`src/hdl/stable_sorted_priority_queue_assert.svh`:
```
// Assertion macros used by the queue top level.
`ifndef STABLE_SORTED_PRIORITY_QUEUE_ASSERT_SVH
`define STABLE_SORTED_PRIORITY_QUEUE_ASSERT_SVH

// Implication checked at every rising clock edge, held off during reset.
`define SSPQ_ASSERT_IMP(label, ante, cons, msg) \
	label: assert property (@(posedge clk) disable iff (!arst_n) (ante) |-> (cons)) \
		else $error(msg);

// Implication with the consequent checked in the cycle after the antecedent.
`define SSPQ_ASSERT_NXT(label, ante, cons, msg) \
	label: assert property (@(posedge clk) disable iff (!arst_n) (ante) |=> (cons)) \
		else $error(msg);

`endif

```
`src/hdl/sspq_pkg.sv`:
```
// Shared types and codes for the sorted priority queue.
`default_nettype none

package sspq_pkg;

	localparam int unsigned VALUE_W = 32;
	localparam int unsigned PRIO_W  = 16;
	localparam int unsigned OCC_W   = 5;

	typedef enum logic {
		OP_INSERT = 1'b0,
		OP_REMOVE = 1'b1
	} op_t;

	typedef enum logic [1:0] {
		ST_INSERTED  = 2'd0,
		ST_REMOVED   = 2'd1,
		ST_UNDERFLOW = 2'd2,
		ST_OVERFLOW  = 2'd3
	} status_t;

	typedef enum logic {
		S_IDLE = 1'b0,
		S_EXEC = 1'b1
	} state_t;

	typedef struct packed {
		op_t                       op;
		logic signed [VALUE_W-1:0] item_value;
		logic [PRIO_W-1:0]         item_prio;
	} req_t;

	typedef struct packed {
		status_t                   status;
		logic signed [VALUE_W-1:0] out_value;
		logic [PRIO_W-1:0]         out_priority;
		logic [OCC_W-1:0]          occupancy;
	} rsp_t;

	// controller -> datapath
	typedef struct packed {
		logic load_req;
		logic execute;
	} cmd_t;

	// datapath -> observers
	typedef struct packed {
		logic full;
		logic empty;
	} dp_status_t;

endpackage

`default_nettype wire

```
`src/hdl/sspq_ctrl.sv`:
```
// Sequencer: accepts a request, runs the store update, owns the result valid.
`default_nettype none

module sspq_ctrl (
	input  wire logic          clk,
	input  wire logic          arst_n,
	input  wire logic          req_valid,
	output logic               req_ready,
	output logic               rsp_valid,
	input  wire logic          rsp_ready,
	output sspq_pkg::cmd_t     cmd
);

	sspq_pkg::state_t state_q, state_nxt;
	logic             rsp_valid_q;
	logic             slot_free;

	assign slot_free = !rsp_valid_q || rsp_ready;
	assign rsp_valid = rsp_valid_q;

	always_comb begin
		state_nxt = state_q;
		unique case (state_q)
			sspq_pkg::S_IDLE: begin
				if (req_valid) begin
					state_nxt = sspq_pkg::S_EXEC;
				end
			end
			sspq_pkg::S_EXEC: begin
				if (slot_free) begin
					state_nxt = sspq_pkg::S_IDLE;
				end
			end
			default: state_nxt = sspq_pkg::S_IDLE;
		endcase
	end

	always_comb begin
		req_ready    = 1'b0;
		cmd.load_req = 1'b0;
		cmd.execute  = 1'b0;
		unique case (state_q)
			sspq_pkg::S_IDLE: begin
				req_ready    = 1'b1;
				cmd.load_req = req_valid;
			end
			sspq_pkg::S_EXEC: begin
				cmd.execute = slot_free;
			end
			default: ;
		endcase
	end

	always_ff @(posedge clk or negedge arst_n) begin
		if (!arst_n) begin
			state_q     <= sspq_pkg::S_IDLE;
			rsp_valid_q <= 1'b0;
		end else begin
			state_q <= state_nxt;
			if (cmd.execute) begin
				rsp_valid_q <= 1'b1;
			end else if (rsp_ready) begin
				rsp_valid_q <= 1'b0;
			end
		end
	end

endmodule

`default_nettype wire

```
`src/hdl/sspq_dp.sv`:
```
// Datapath: request latch, row of sorted cells, entry count and result register.
`default_nettype none

module sspq_dp #(
	parameter int unsigned DEPTH = 16,
	parameter int unsigned CW    = $clog2(DEPTH + 1)
) (
	input  wire logic              clk,
	input  wire logic              arst_n,
	input  wire sspq_pkg::req_t    req,
	input  wire sspq_pkg::cmd_t    cmd,
	output sspq_pkg::rsp_t         rsp,
	output sspq_pkg::dp_status_t   st
);

	localparam int unsigned PW = sspq_pkg::PRIO_W;
	localparam int unsigned VW = sspq_pkg::VALUE_W;

	sspq_pkg::req_t           req_q;
	sspq_pkg::rsp_t           rsp_q;
	logic [CW-1:0]            count_q;
	logic [CW-1:0]            count_nxt;
	logic [PW-1:0]            prio_q  [DEPTH];
	logic signed [VW-1:0]     value_q [DEPTH];
	logic [DEPTH-1:0]         le;
	logic                     full, empty;
	logic                     do_ins, do_rem;

	assign full  = (count_q == CW'(DEPTH));
	assign empty = (count_q == '0);
	assign st.full  = full;
	assign st.empty = empty;
	assign rsp = rsp_q;

	assign do_ins = cmd.execute && (req_q.op == sspq_pkg::OP_INSERT) && !full;
	assign do_rem = cmd.execute && (req_q.op == sspq_pkg::OP_REMOVE) && !empty;

	// per cell: occupied and ordered at or ahead of the new priority
	always_comb begin
		for (int i = 0; i < DEPTH; i++) begin
			le[i] = (CW'(i) < count_q) && (prio_q[i] <= req_q.item_prio);
		end
	end

	always_comb begin
		count_nxt = count_q;
		if (do_ins) begin
			count_nxt = count_q + CW'(1);
		end else if (do_rem) begin
			count_nxt = count_q - CW'(1);
		end
	end

	for (genvar g = 0; g < DEPTH; g++) begin : g_cell
		logic                 left_le;
		logic [PW-1:0]        up_p, dn_p;
		logic signed [VW-1:0] up_v, dn_v;

		if (g == 0) begin : g_first
			assign left_le = 1'b1;
			assign up_p    = prio_q[g];
			assign up_v    = value_q[g];
		end else begin : g_mid
			assign left_le = le[g-1];
			assign up_p    = prio_q[g-1];
			assign up_v    = value_q[g-1];
		end

		if (g == DEPTH - 1) begin : g_last
			assign dn_p = prio_q[g];
			assign dn_v = value_q[g];
		end else begin : g_inner
			assign dn_p = prio_q[g+1];
			assign dn_v = value_q[g+1];
		end

		always_ff @(posedge clk) begin
			if (do_ins && !le[g]) begin
				if (left_le) begin
					prio_q[g]  <= req_q.item_prio;
					value_q[g] <= req_q.item_value;
				end else begin
					prio_q[g]  <= up_p;
					value_q[g] <= up_v;
				end
			end else if (do_rem) begin
				prio_q[g]  <= dn_p;
				value_q[g] <= dn_v;
			end
		end
	end

	always_ff @(posedge clk or negedge arst_n) begin
		if (!arst_n) begin
			count_q <= '0;
		end else begin
			count_q <= count_nxt;
		end
	end

	always_ff @(posedge clk) begin
		if (cmd.load_req) begin
			req_q <= req;
		end
		if (cmd.execute) begin
			rsp_q.out_value    <= '0;
			rsp_q.out_priority <= '0;
			rsp_q.occupancy    <= sspq_pkg::OCC_W'(count_nxt);
			unique case (req_q.op)
				sspq_pkg::OP_INSERT: begin
					rsp_q.status <= full ? sspq_pkg::ST_OVERFLOW : sspq_pkg::ST_INSERTED;
				end
				sspq_pkg::OP_REMOVE: begin
					if (empty) begin
						rsp_q.status <= sspq_pkg::ST_UNDERFLOW;
					end else begin
						rsp_q.status       <= sspq_pkg::ST_REMOVED;
						rsp_q.out_value    <= value_q[0];
						rsp_q.out_priority <= prio_q[0];
					end
				end
				default: rsp_q.status <= sspq_pkg::ST_UNDERFLOW;
			endcase
		end
	end

endmodule

`default_nettype wire

```
`src/hdl/stable_sorted_priority_queue.sv`:
```
// Top level of the stable sorted priority queue: sequencer plus row of sorted cells.
// A request beat is latched in IDLE; EXEC then updates the store and loads the result
// register and result valid once the result slot is free. No new request is taken until then;
// a waiting result only stalls the update step, not the request latch.
// Reset: arst_n clears the entry count, sequencer state and result valid; cell contents stay.
`default_nettype none

module stable_sorted_priority_queue #(
	parameter int unsigned DEPTH = 16
) (
	input  wire logic             clk,
	input  wire logic             arst_n,
	input  wire logic             req_valid,
	output logic                  req_ready,
	input  wire sspq_pkg::req_t   req,
	output logic                  rsp_valid,
	input  wire logic             rsp_ready,
	output sspq_pkg::rsp_t        rsp
);

	// Count is wide enough to hold DEPTH itself; the occupancy field takes its low bits.
	localparam int unsigned CW = $clog2(DEPTH + 1);

	sspq_pkg::cmd_t       cmd;
	sspq_pkg::dp_status_t dp_st;

	// result decodes used by the checks at the end
	logic rsp_is_ovf, rsp_is_udf, udf_ok;

	// Sequencer: IDLE latches a request beat, EXEC applies it once the result slot is free.
	sspq_ctrl u_ctrl (
		.clk       (clk),
		.arst_n    (arst_n),
		.req_valid (req_valid),
		.req_ready (req_ready),
		.rsp_valid (rsp_valid),
		.rsp_ready (rsp_ready),
		.cmd       (cmd)
	);

	// Each cell compares its priority with the new one; an insert opens a gap after the
	// last cell that is less or equal, so equal priorities keep arrival order. A remove
	// shifts every cell one place toward the front.
	sspq_dp #(
		.DEPTH (DEPTH),
		.CW    (CW)
	) u_dp (
		.clk    (clk),
		.arst_n (arst_n),
		.req    (req),
		.cmd    (cmd),
		.rsp    (rsp),
		.st     (dp_st)
	);

	assign rsp_is_ovf = (rsp.status == sspq_pkg::ST_OVERFLOW);
	assign rsp_is_udf = (rsp.status == sspq_pkg::ST_UNDERFLOW);
	assign udf_ok     = dp_st.empty && (rsp.occupancy == '0);

`include "stable_sorted_priority_queue_assert.svh"

	// one request in flight at a time
	`SSPQ_ASSERT_NXT(a_one_in_flight, req_valid && req_ready, !req_ready, "taken while busy")
	// a fresh overflow result means the store is still full
	`SSPQ_ASSERT_IMP(a_overflow_full, $rose(rsp_valid) && rsp_is_ovf, dp_st.full, "overflow, room left")
	// a fresh underflow result means the store is still empty
	`SSPQ_ASSERT_IMP(a_underflow_empty, $rose(rsp_valid) && rsp_is_udf, udf_ok, "underflow, entries held")

endmodule

`default_nettype wire

```
`config.mk`:
```
export PLATFORM = sky130hd
export DESIGN_NAME = stable_sorted_priority_queue
export DESIGN_NICKNAME = d
export VERILOG_FILES = /design/src/hdl/sspq_pkg.sv /design/src/hdl/sspq_ctrl.sv /design/src/hdl/sspq_dp.sv /design/src/hdl/stable_sorted_priority_queue.sv
export VERILOG_INCLUDE_DIRS = /design/src /design/src/hdl
export SDC_FILE = /design/constraint.sdc
export NUM_CORES = 2
export LEC_CHECK = 0
export BUFFER_PORTS_ARGS = -buffer_cell sky130_fd_sc_hd__buf_4
export CORE_MARGIN = 2
export CORE_UTILIZATION = 40
export CTS_CLUSTER_SIZE = 14
export DETAILED_ROUTE_END_ITERATION = 6
export PLACE_DENSITY_LB_ADDON = 0.12
export SLEW_MARGIN = 20
export SYNTH_ARGS = -nofsm -noshare
export SYNTH_HDL_FRONTEND = slang
export SYNTH_SLANG_ARGS = --single-unit
```
`constraint.sdc`:
```
create_clock -name clk -period 8.8 [get_ports clk]
set_input_delay 0 -clock clk [delete_from_list [all_inputs] [get_ports clk]]
set_output_delay 0 -clock clk [all_outputs]
set_load 0.02 [all_outputs]
```
==> metrics.txt <==
Worst-Margin Slew 1.167 ns; sequential area share after synthesis 56.41%; Setup Viol. Count Final 0; Final Cell Area about 53,000 um2; core area 116,000 um2; CP bufs+invs 3; Final nets 4,181; vias in the first global route 36,564; fin. max-slew vios 0; CTS tree yes; Clk Latency, worst-skew pair between 0.7 and 0.8 ns; Clock transition at path regs 0.06 ns; Achievable Freq 178.6 MHz; post-synth cell types 66; EDFF count, synth 872; Required @ worst endpoint 9.23 ns; CTS root buf clkbuf_16; # IOs 110; skew final a little over 0.04 ns; Most common cell on crit path buf_4; Final HPWL DP 108,000 um; Die Y-Extent 345.8 um; share of cells above drive strength 1 between 10% and 20%; initial antenna violation count 4; Num CTS Buffers roughly 100; Final min period 5.598 ns; post_cts resized 0; setup TNS 0 ns; placed inst area 48,860 um2; grt ovf 0; Pleak 18.86 nW; Worst setup SP type flip-flop; routed vias 37,741; clock tree buffer depth 3; max-cap viol count 0; VDD IR max 0.2828 mV; DR WL/cell 33.63 um; die width approximately 350 um; Max stage delay on crit path 1.04 ns; GP Congestion 0.9501; RSZ-0062 raised after global routing false; Crit Path Max Fanout 28; Slew headroom a little over a fifth; Crit Path Category flip-flop to flip-flop; DR iter-0 viols 4,744; status finished, final reports clean; most frequent cells in the layout 872 x edfxtp_1, 429 x a221o_1, 395 x nand2_1; postcts setup bufs 0; Final Hold Viols 0; Slowest cell on crit path nor4_1; flops & latches, synth 879; drt drc 0; CP Capture Type flip-flop; Vias/cell 6.890; PwrDens ~430 nW/um2; Post-Route WL 184,200 um; crit path cell chain inv_1 -> ha_1 -> nand4_1 -> nor4_1 -> a21boi_0 -> o41ai_1 -> buf_4 -> nor2_4 -> buf_4 -> o211ai_1; Initial Util between 40% and 50%; Post-synth ARST share 0.7964%; Die ar. 119,600 um2; standard-cell rows 125; H-tree depth 3; syn_area_per_cell 12.02 um2; Worst EP arrival 6.03 ns; first-pass GRT wire length 266,500 um; Area Growth Syn to Fin 13.28%; largest net degree at the start of global routing 147; Sink Count 879; number of fillers in the final layout 10,568; Syn Inst Count 3,888; IO buf count 109; Worst Hold Class input pin to flip-flop; mapped cell area approximately 47,000 um2; yosys warns 0; commonest non-fill, non-tap cell in the layout edfxtp_1; Top Family by Delay on Critical Path simple AND/OR/NAND/NOR gates; final antenna-violating net count 0; syn nets approximately 4,200; fin crit share 63.62%; ys flop type edfxtp_1; Pre-Repair DR Iteration Count 6; GRT Total Usage between 30% and 40%
## worst paths after layout
path / cells past startpoint / end / slack [ns] / start
setup / recovery: 10 / u_dp.prio_q[0][31]$_DFFE_PP_ / 3.20 / u_dp.req_q[14]$_DFFE_PP_
hold / removal: 2 / u_dp.req_q[26]$_DFFE_PP_ / 0.02 / req[26]
setup reg to reg: 10 / u_dp.prio_q[0][31]$_DFFE_PP_ / 3.20 / u_dp.req_q[14]$_DFFE_PP_
hold reg to reg: 2 / u_dp.value_q[0][2]$_DFFE_PP_ / 0.54 / u_dp.value_q[0][34]$_DFFE_PP_
max in group asynchronous: 3 / u_dp.count_q[1]$_DFF_PN0_ / 8.27 / arst_n
min in group asynchronous: 3 / u_dp.count_q[2]$_DFF_PN0_ / 0.26 / arst_n
## routing by layer
layer	global-route usage [%]	up-vias	wire length, um
li1	-	15814	-
met4	12.29	4	7833
met3	4.588	360	16030
met5	0	-	27
met1	42.33	19333	77810
met2	46.22	2230	82520
## sequential cells by signal, summed over array words and instances (netlist names)
register,cells
u_ctrl.rsp_valid,1
u_ctrl.state_q,1
u_dp.count_q,5
u_dp.prio_q,256
u_dp.req_q,49
u_dp.rsp,55
u_dp.value_q,512
## logic make-up after synthesis
group           synth area share [%]
compound gates                 21.40
mux                            1.157
fa+ha+maj                      6.934
simple gates                   10.34
xor+xnor                     0.05623
buf+inv                        3.711
flops                          56.41
## cell type report
cell class	instances	area [um2]	area share, %
Timing Repair Buffer	265	2237	4.226
Clock inverter	64	613.1	1.158
Clock buffer	122	2670	5.044
Inverter	42	162.7	0.3072
Antenna cell	3	7.507	0.01418
Multi-Input combinational cell	2579	18980	35.86
Tap cell	1524	1907	3.602
Sequential cell	879	26360	49.79
## Yosys cell counts (7+ instances only)
cell type | number | area [um2]
nand3_1 | 156 | 780.8
a221o_1 | 430 | 4304
ha_1 | 259 | 3241
dfrtp_1 | 7 | 175.2
mux2_2 | 48 | 540.5
a31oi_1 | 105 | 656.9
o211ai_1 | 200 | 1501
edfxtp_1 | 872 | 26190
o21ai_0 | 37 | 185.2
a31o_2 | 49 | 429.2
a21oi_1 | 301 | 1506
buf_2 | 48 | 240.2
nor3_1 | 19 | 95.09
o22a_1 | 48 | 420.4
and2_1 | 53 | 331.6
o221ai_1 | 10 | 87.58
a21o_1 | 23 | 172.7
nand4_1 | 99 | 619.3
inv_1 | 41 | 153.9
nand2_1 | 405 | 1520
buf_1 | 29 | 108.9
clkbuf_1 | 301 | 1130
a21boi_0 | 36 | 270.3
nor4_1 | 13 | 81.33
nor2_1 | 36 | 135.1
nor2b_1 | 16 | 100.1
and3_1 | 148 | 925.9
## metrics by stage
stage | cells | setup WS, ns | utilization (%) | hold slack (ns) | total power, mW
final | 5478 | 3.202 | 45.62 | 0.02077 | 22.90
after global routing | 5475 | 3.319 | 45.61 | 0.02606 | 23.81
after CTS | 5475 | 3.527 | 45.61 | 0.0002632 | 22.69
after detailed placement | 5210 | 3.550 | 42.10 | -0.1740 | 18.30
after global placement | 5210 | 3.586 | 42.10 | -0.1767 | 18.21
after floorplan | 3888 | 3.010 | - | -0.2956 | 14.19
## power by group
part | internal [mW] | switching [mW]
combinational | 2.87 | 6.64
clock | 2.45 | 1.88
sequential | 7.54 | 1.51
total | 12.9 | 10.0
## repair_timing
item                                    CTS  global route
endpoints found under the setup margin    0             0
endpoints found under the hold margin    58             0
hold buffers                             79             0
(Power assumes the default switching activity.)
